==> config.mk <==
export PLATFORM = sky130hd
export DESIGN_NAME = mbp_axis_map
export DESIGN_NICKNAME = d
export VERILOG_FILES = /design/src/rtl/mbp_pkg.sv /design/src/rtl/mbp_axis_map.sv
export SDC_FILE = /design/constraint.sdc
export NUM_CORES = 1
export LEC_CHECK = 0
export BUFFER_PORTS_ARGS = -buffer_cell sky130_fd_sc_hd__buf_2
export CAP_MARGIN = 20
export CORE_ASPECT_RATIO = 0.8
export CORE_MARGIN = 4
export CORE_UTILIZATION = 50
export DETAILED_ROUTE_END_ITERATION = 10
export GPL_ROUTABILITY_DRIVEN = 0
export PLACE_DENSITY_LB_ADDON = 0.12
export SLEW_MARGIN = 20
export SYNTH_ARGS = -nofsm -noshare
export SYNTH_HDL_FRONTEND = slang
export SYNTH_SLANG_ARGS = --single-unit
==> constraint.sdc <==
create_clock -name vclk -period 11.9
set_clock_uncertainty 0.1 [all_clocks]
set_input_delay 2.975 -clock vclk [all_inputs]
set_output_delay 2.975 -clock vclk [all_outputs]
set_load 0.01 [all_outputs]
==> src/rtl/mbp_pkg.sv <==
// ----------------------------------------------------------------------------
// mbp_pkg
// Shared constants and types for the mirror border padding block.
// ----------------------------------------------------------------------------
`default_nettype none

package mbp_pkg;

  // Frame store geometry
  localparam int MAX_WIDTH  = 256;
  localparam int MAX_HEIGHT = 256;
  localparam int MAX_PAD    = 64;

  localparam int COL_BITS  = $clog2(MAX_WIDTH);
  localparam int ROW_BITS  = $clog2(MAX_HEIGHT);
  localparam int ADDR_BITS = COL_BITS + ROW_BITS;
  localparam int PIX_BITS  = 24;

  // Field and register widths
  localparam int COORD_W = 9;
  localparam int EXT_W   = COORD_W + 1;
  localparam int DIM_W   = 9;
  localparam int PAD_W   = 7;
  localparam int CFG_W   = 9;
  localparam int CFG_IDX_W = 2;

  // Request kinds
  localparam logic REQ_LOAD = 1'b0;
  localparam logic REQ_READ = 1'b1;

  // Register indexes
  localparam logic [CFG_IDX_W-1:0] REG_IMAGE_WIDTH  = 2'd0;
  localparam logic [CFG_IDX_W-1:0] REG_IMAGE_HEIGHT = 2'd1;
  localparam logic [CFG_IDX_W-1:0] REG_PAD_WIDTH    = 2'd2;

  // Register reset values
  localparam logic [DIM_W-1:0] IMAGE_WIDTH_RESET  = 9'd256;
  localparam logic [DIM_W-1:0] IMAGE_HEIGHT_RESET = 9'd256;
  localparam logic [PAD_W-1:0] PAD_WIDTH_RESET    = 7'd0;

  // Result of mapping one padded axis index
  typedef struct packed {
    logic               pad_ok;  // inside the padded extent
    logic               src_ok;  // inside the source extent
    logic               hit;     // mirror lands on a source pixel
    logic [COORD_W-1:0] src;     // source index when hit
  } mbp_axis_t;

endpackage

`default_nettype wire

==> src/rtl/mbp_axis_map.sv <==
// ----------------------------------------------------------------------------
// mbp_axis_map
// Maps one padded coordinate onto the source axis with edge-repeating mirror.
// ----------------------------------------------------------------------------
`default_nettype none

module mbp_axis_map (
  input  wire logic [mbp_pkg::COORD_W-1:0] p,
  input  wire logic [mbp_pkg::DIM_W-1:0]   n,
  input  wire logic [mbp_pkg::PAD_W-1:0]   pad,
  output mbp_pkg::mbp_axis_t               axis
);

  logic [mbp_pkg::EXT_W-1:0] pe;
  logic [mbp_pkg::EXT_W-1:0] ne;
  logic [mbp_pkg::EXT_W-1:0] de;
  logic [mbp_pkg::EXT_W-1:0] mid_end;
  logic [mbp_pkg::EXT_W-1:0] k_lo;
  logic [mbp_pkg::EXT_W-1:0] k_hi;
  logic [mbp_pkg::EXT_W-1:0] src_ext;
  logic                      in_lo;
  logic                      in_mid;
  logic                      hit;

  assign pe      = {1'b0, p};
  assign ne      = {{(mbp_pkg::EXT_W-mbp_pkg::DIM_W){1'b0}}, n};
  assign de      = {{(mbp_pkg::EXT_W-mbp_pkg::PAD_W){1'b0}}, pad};
  assign mid_end = de + ne;
  assign in_lo   = pe < de;
  assign in_mid  = !in_lo && (pe < mid_end);
  assign k_lo    = de - pe - 10'd1;
  assign k_hi    = pe - mid_end;

  always_comb begin
    if (in_lo) begin
      hit     = k_lo < ne;
      src_ext = k_lo;
    end else if (in_mid) begin
      hit     = 1'b1;
      src_ext = pe - de;
    end else begin
      // far border: mirror back from the last source pixel
      hit     = k_hi < ne;
      src_ext = ne - k_hi - 10'd1;
    end
  end

  assign axis.pad_ok = pe < (mid_end + de);
  assign axis.src_ok = pe < ne;
  assign axis.hit    = hit;
  assign axis.src    = src_ext[mbp_pkg::COORD_W-1:0];

endmodule

`default_nettype wire

==> Word-level counts from Yosys, hierarchy flattened <==
Cells that the tools add are included.
{ "word_totals": {"reg_bits": 0, "inputBits": 25, "output_inout_bits": 12, "word_cells": 20} }
{ "classes": {"add_sub_neg": 8, "magnitude_cmp": 6, "mux": 4, "n_reduce_logical": 2} }
{ "ops": {"columns": ["op", "n"], "rows": [
  ["$lt A10 B9 Y1", 2],
  ["$lt A9 B10 Y1", 2],
  ["$mux W9", 2],
  ["$add A10 B7 Y10", 1],
  ["$add A7 B9 Y10", 1],
  ["$sub A10 B1 Y10 const B", 1],
  ["$sub A7 B9 Y10", 1],
  ["$sub A9 B10 Y10", 1],
  ["$lt A9 B7 Y1", 1],
  ["$lt A9 B9 Y1", 1],
  ["$sub A9 B1 Y9 const B", 1],
  ["$sub A9 B7 Y9", 1],
  ["$sub A9 B9 Y9", 1],
  ["$mux W1", 2],
  ["$logic_and A1 B1 Y1", 1],
  ["$logic_not A1 Y1", 1]
]} }

==> Logic depth before layout (Yosys ltp) <==
{ "logic_depth": {"word_depth": 6, "mapped_depth": 21, "depth_no_buf": 21} }

==> Worst setup path after synthesis <==
OpenSTA, ideal clock, no wires.
{ "synth_timing": {"path_kind": "in2out", "from": "in n[0] in the netlist's numbering", "to": "out axis[9] in the netlist's numbering", "arrival_time_ns": 6.660, "required_time_ns": 8.825, "setup_slack_ns": 2.165, "stages": 19, "n_path_buf": 1, "path_cell_list": "ha_1 fa_1 a21oi_1 o211ai_2 or2_2 xor2_1 inv_1 ha_1 or3_1 o21ai_0 o21bai_1 a31oi_1 or2_2 xnor2_1 ha_1 a21oi_1 o221ai_1 a22oi_1 buf_4"} }
{ "synth_between": {"elab_chain_len": 5, "word_cells_on_any_way": 8, "classes_between": "add/sub: 2; order compare: 3; mux: 2; reduce/logical: 1"} }
{ "synth_lines": {"columns": ["element", "line", "source"], "rows": [
  ["from (decl)", "mbp_axis_map.sv:9", "input wire logic [mbp_pkg::DIM_W-1:0] n,"],
  ["$add A7 B9 Y10", "mbp_axis_map.sv:28", "assign mid_end = de + ne;"],
  ["$sub A9 B10 Y10 or $lt A9 B10 Y1 (tied branches)", "mbp_axis_map.sv:32, mbp_axis_map.sv:30", null],
  ["$lt A10 B9 Y1 or $logic_and A1 B1 Y1 (tied branches)", "mbp_axis_map.sv:43, mbp_axis_map.sv:30", null],
  ["$mux W1", "mbp_axis_map.sv:38", "end else if (in_mid) begin"],
  ["$mux W1 *", "mbp_axis_map.sv:35", "if (in_lo) begin"],
  ["to (decl)", "mbp_axis_map.sv:11", "output mbp_pkg::mbp_axis_t axis"]
]} }
Mark *: on every way between the ends. The rest lies on a longest branch, timed or not.

==> flow_summary_export.csv <==
group,metric,value,unit
critical_path,arrival,7.19,ns
global_route,grt_max_degree,13,
critical_path,start_kind,"primary input",
global_route,grt_antenna_before_repair,0,
placed_design,port-buffer-count,37,
global_route,grt_pass1_wl,12100,um
logic_synthesis,yosysSeqAreaShare,0,%
flow_run,drv_cap,0,
critical_path,cp_common_cell,"a21oi_1",
cells_and_area,final_common_cell,"ha_1",
logic_synthesis,netlist_area,2990,sq um
critical_path,slowest_stage,"fa_1",
logic_synthesis,synth_cells,401,
timing,setup_tns,0,ns
clock_network,post_cts.resized_instances,0,
cells_and_area,multi_input_area,2740,sq um
detailed_routing,vias,2812,
timing,rsz0062_at_grt,"no",
timing,fmax,97.4,MHz
cells_and_area,final_cell_area,3220,sq um
timing,maxSlewViolCount,0,
cells_and_area,design.seq.count,0,
timing,finalCritPeriodShare,86.3,%
critical_path,worstPathCellList,"buf_2, ha_1, fa_1, a21oi_1, o211ai_2, or2_2, xor2_1, inv_1, ha_1, or3_1, o21ai_0, a21oi_1, xnor2_1, xnor2_1, inv_1, ha_1, or3_1, o21ai_0, a21oi_1, xor2_1, mux2i_1, a21oi_1, buf_2",
critical_path,endpoint_kind,"output port",
floorplanning,core.rowCount,24,
critical_path,cp.buffers_inverters,4,
floorplanning,die-height,77.1,um
global_route,overflow,0,
worst_hold_path,hold_class,"primary input to output port",
cells_and_area,syn2layout_area_growth,7.92,%
logic_synthesis,yosys_warnings,0,
outcome,status,"complete, no violations",
cells_and_area,final_cell_mix,"ha_1, inv_1, buf_2",
power,switching_share,55.1,%
logic_synthesis,yosysUniqueCellTypes,61,
detailed_routing,drtAntennaViolNets,0,
detailed_routing,wirelength,7020,um
power,power_switching,0.191,mW
critical_path,crit_fanout,6,
cells_and_area,fin_nets,537,
power,p_int,0.156,mW
cells_and_area,drive_gt1_share,12.8,%
timing,hold-worst-slack,6.37,ns
logic_synthesis,avgSynthCellArea,7.44,sq um
floorplanning,dieArea,7280,sq um
logic_synthesis,netlist.area_leader.share,31.4,%
power,pwr-share-clk,0,%
power,combPwrFrac,100.0,%
timing,finalHoldViolations,0,
power,peakVddDrop,0.0000379,V
timing,worst_slack,1.63,ns
placed_design,post-place-ws,1.62,ns
placed_design,placed_cell_area,3220,sq um
placed_design,dp.final_hpwl,6330,um
power,pwr_density_cell,108,nW/um^2
cells_and_area,seqCellArea,0,sq um
detailed_routing,viasPerCell,5.54,
clock_network,post_cts_buffers,0,
cells_and_area,diodes,0,
cells_and_area,fillCellCount,552,
critical_path,worstSetupPathType,"primary input to output port",
logic_synthesis,synthesis.nets,506,
detailed_routing,drc,0,
timing,max_slew_margin,55.5,%
global_route,track_usage,19.8,%
global_route,grt_pass1_vias,2634,
critical_path,crit_required,8.83,ns
clock_network,hold_buffers,0,
detailed_routing,wl_per_cell,13.8,um
critical_path,critical_path.max_stage_delay,0.40,ns
timing,finalCriticalPeriod,10.27,ns
power,leakage,1.73,nW
logic_synthesis,synthTopCellsByArea,"ha_1, inv_1, a21o_1",
logic_synthesis,synth_top_cell_by_area,"ha_1",
cells_and_area,clock_buffers,0,
floorplanning,io_pins,37,
power,p_seq_share,0,%
floorplanning,start_util,53.2,%
detailed_routing,drt_iter0_markers,106,
floorplanning,die-width,94.4,um
detailed_routing,firstDrtPassIters,4,
timing,worst_pin_slew,0.660,ns
timing,setup_violations,0,
floorplanning,core-area,5620,sq um
cells_and_area,final_core_util,57.4,%
critical_path,cp_top_family,"adder cells",
layer usage:
layer / vias up / share of wire (%) / wire length, um / GRT usage, %
li1: 1483 / - / - / -
met2: 36 / 42 / 2930 / 30.8
met3: 4 / 2.3 / 160 / 0.294
met4: 0 / 0.54 / 38 / 1.01
met1: 1289 / 55 / 3890 / 31.5
met5: - / 0 / 0 / 0
cell families (layout without fill, tap and decap cells):
kind of cell             count (synthesis)  after routing  synth area share, %
AO/OA/AOI/OAI                          118            118                 27.8
AND/OR/NAND/NOR                        108            108                 19.1
adder cells (fa/ha/maj)                 81             81                 35.1
buffers and inverters                   62             91                 8.34
multiplexers                             2              2                0.838
XOR/XNOR                                30             30                 8.80
power by group through the flow:
stage | combinational, mW | clock (mW) | sequential, mW
2_1_floorplan | 0.269 | 0 | 0
3_3_place_gp | 0.338 | 0 | 0
3_5_place_dp | 0.345 | 0 | 0
4_1_cts | 0.347 | 0 | 0
5_1_grt | 0.396 | 0 | 0
6_report | 0.347 | 0 | 0
metrics by stage:
| stage | std cells | power [mW] |
|---|---|---|
| after floorplan | 401 | 0.269 |
| after global placement | 508 | 0.338 |
| after detailed placement | 508 | 0.345 |
| after CTS | 508 | 0.347 |
| after global routing | 508 | 0.396 |
| final | 508 | 0.347 |
worst min-delay path, stage by stage:
cell and delay, ns:
buf_2 0.10, ha_1 0.18, a311oi_1 0.09, buf_2 0.13
worst paths after layout:
kind	start	end	slack [ns]	depth (start not counted)
setup / recovery	n[0]	axis[8]	1.63	23
hold / removal	pad[0]	axis[0]	6.37	4
area by class of cell:
class,count,area share (%)
Multi-Input combinational cell,339,84.9
Inverter,54,6.29
Timing Repair Buffer,37,5.75
Tap cell,78,3.03
cells in the mapped netlist (2+ instances only):
cell / number
ha_1: 75
inv_1: 54
a21oi_1: 34
a21o_1: 23
nor2_1: 22
nand2_1: 20
o21ai_0: 18
xnor2_1: 16
xor2_1: 14
nor3_1: 11
nand2b_1: 9
nand3_1: 9
nor2b_1: 9
or3_1: 7
fa_1: 5
or2_2: 5
clkbuf_1: 4
o21a_1: 4
a211o_1: 3
a211oi_1: 3
o221ai_1: 3
a2111oi_0: 2
a311oi_1: 2
a31oi_1: 2
and2b_1: 2
and3_1: 2
buf_4: 2
nand3_2: 2
nand4_1: 2
nor4b_1: 2
o2111ai_1: 2
o2111ai_2: 2
o21ai_1: 2
o21bai_1: 2
Note: power is estimated with default switching activity, not from simulation.
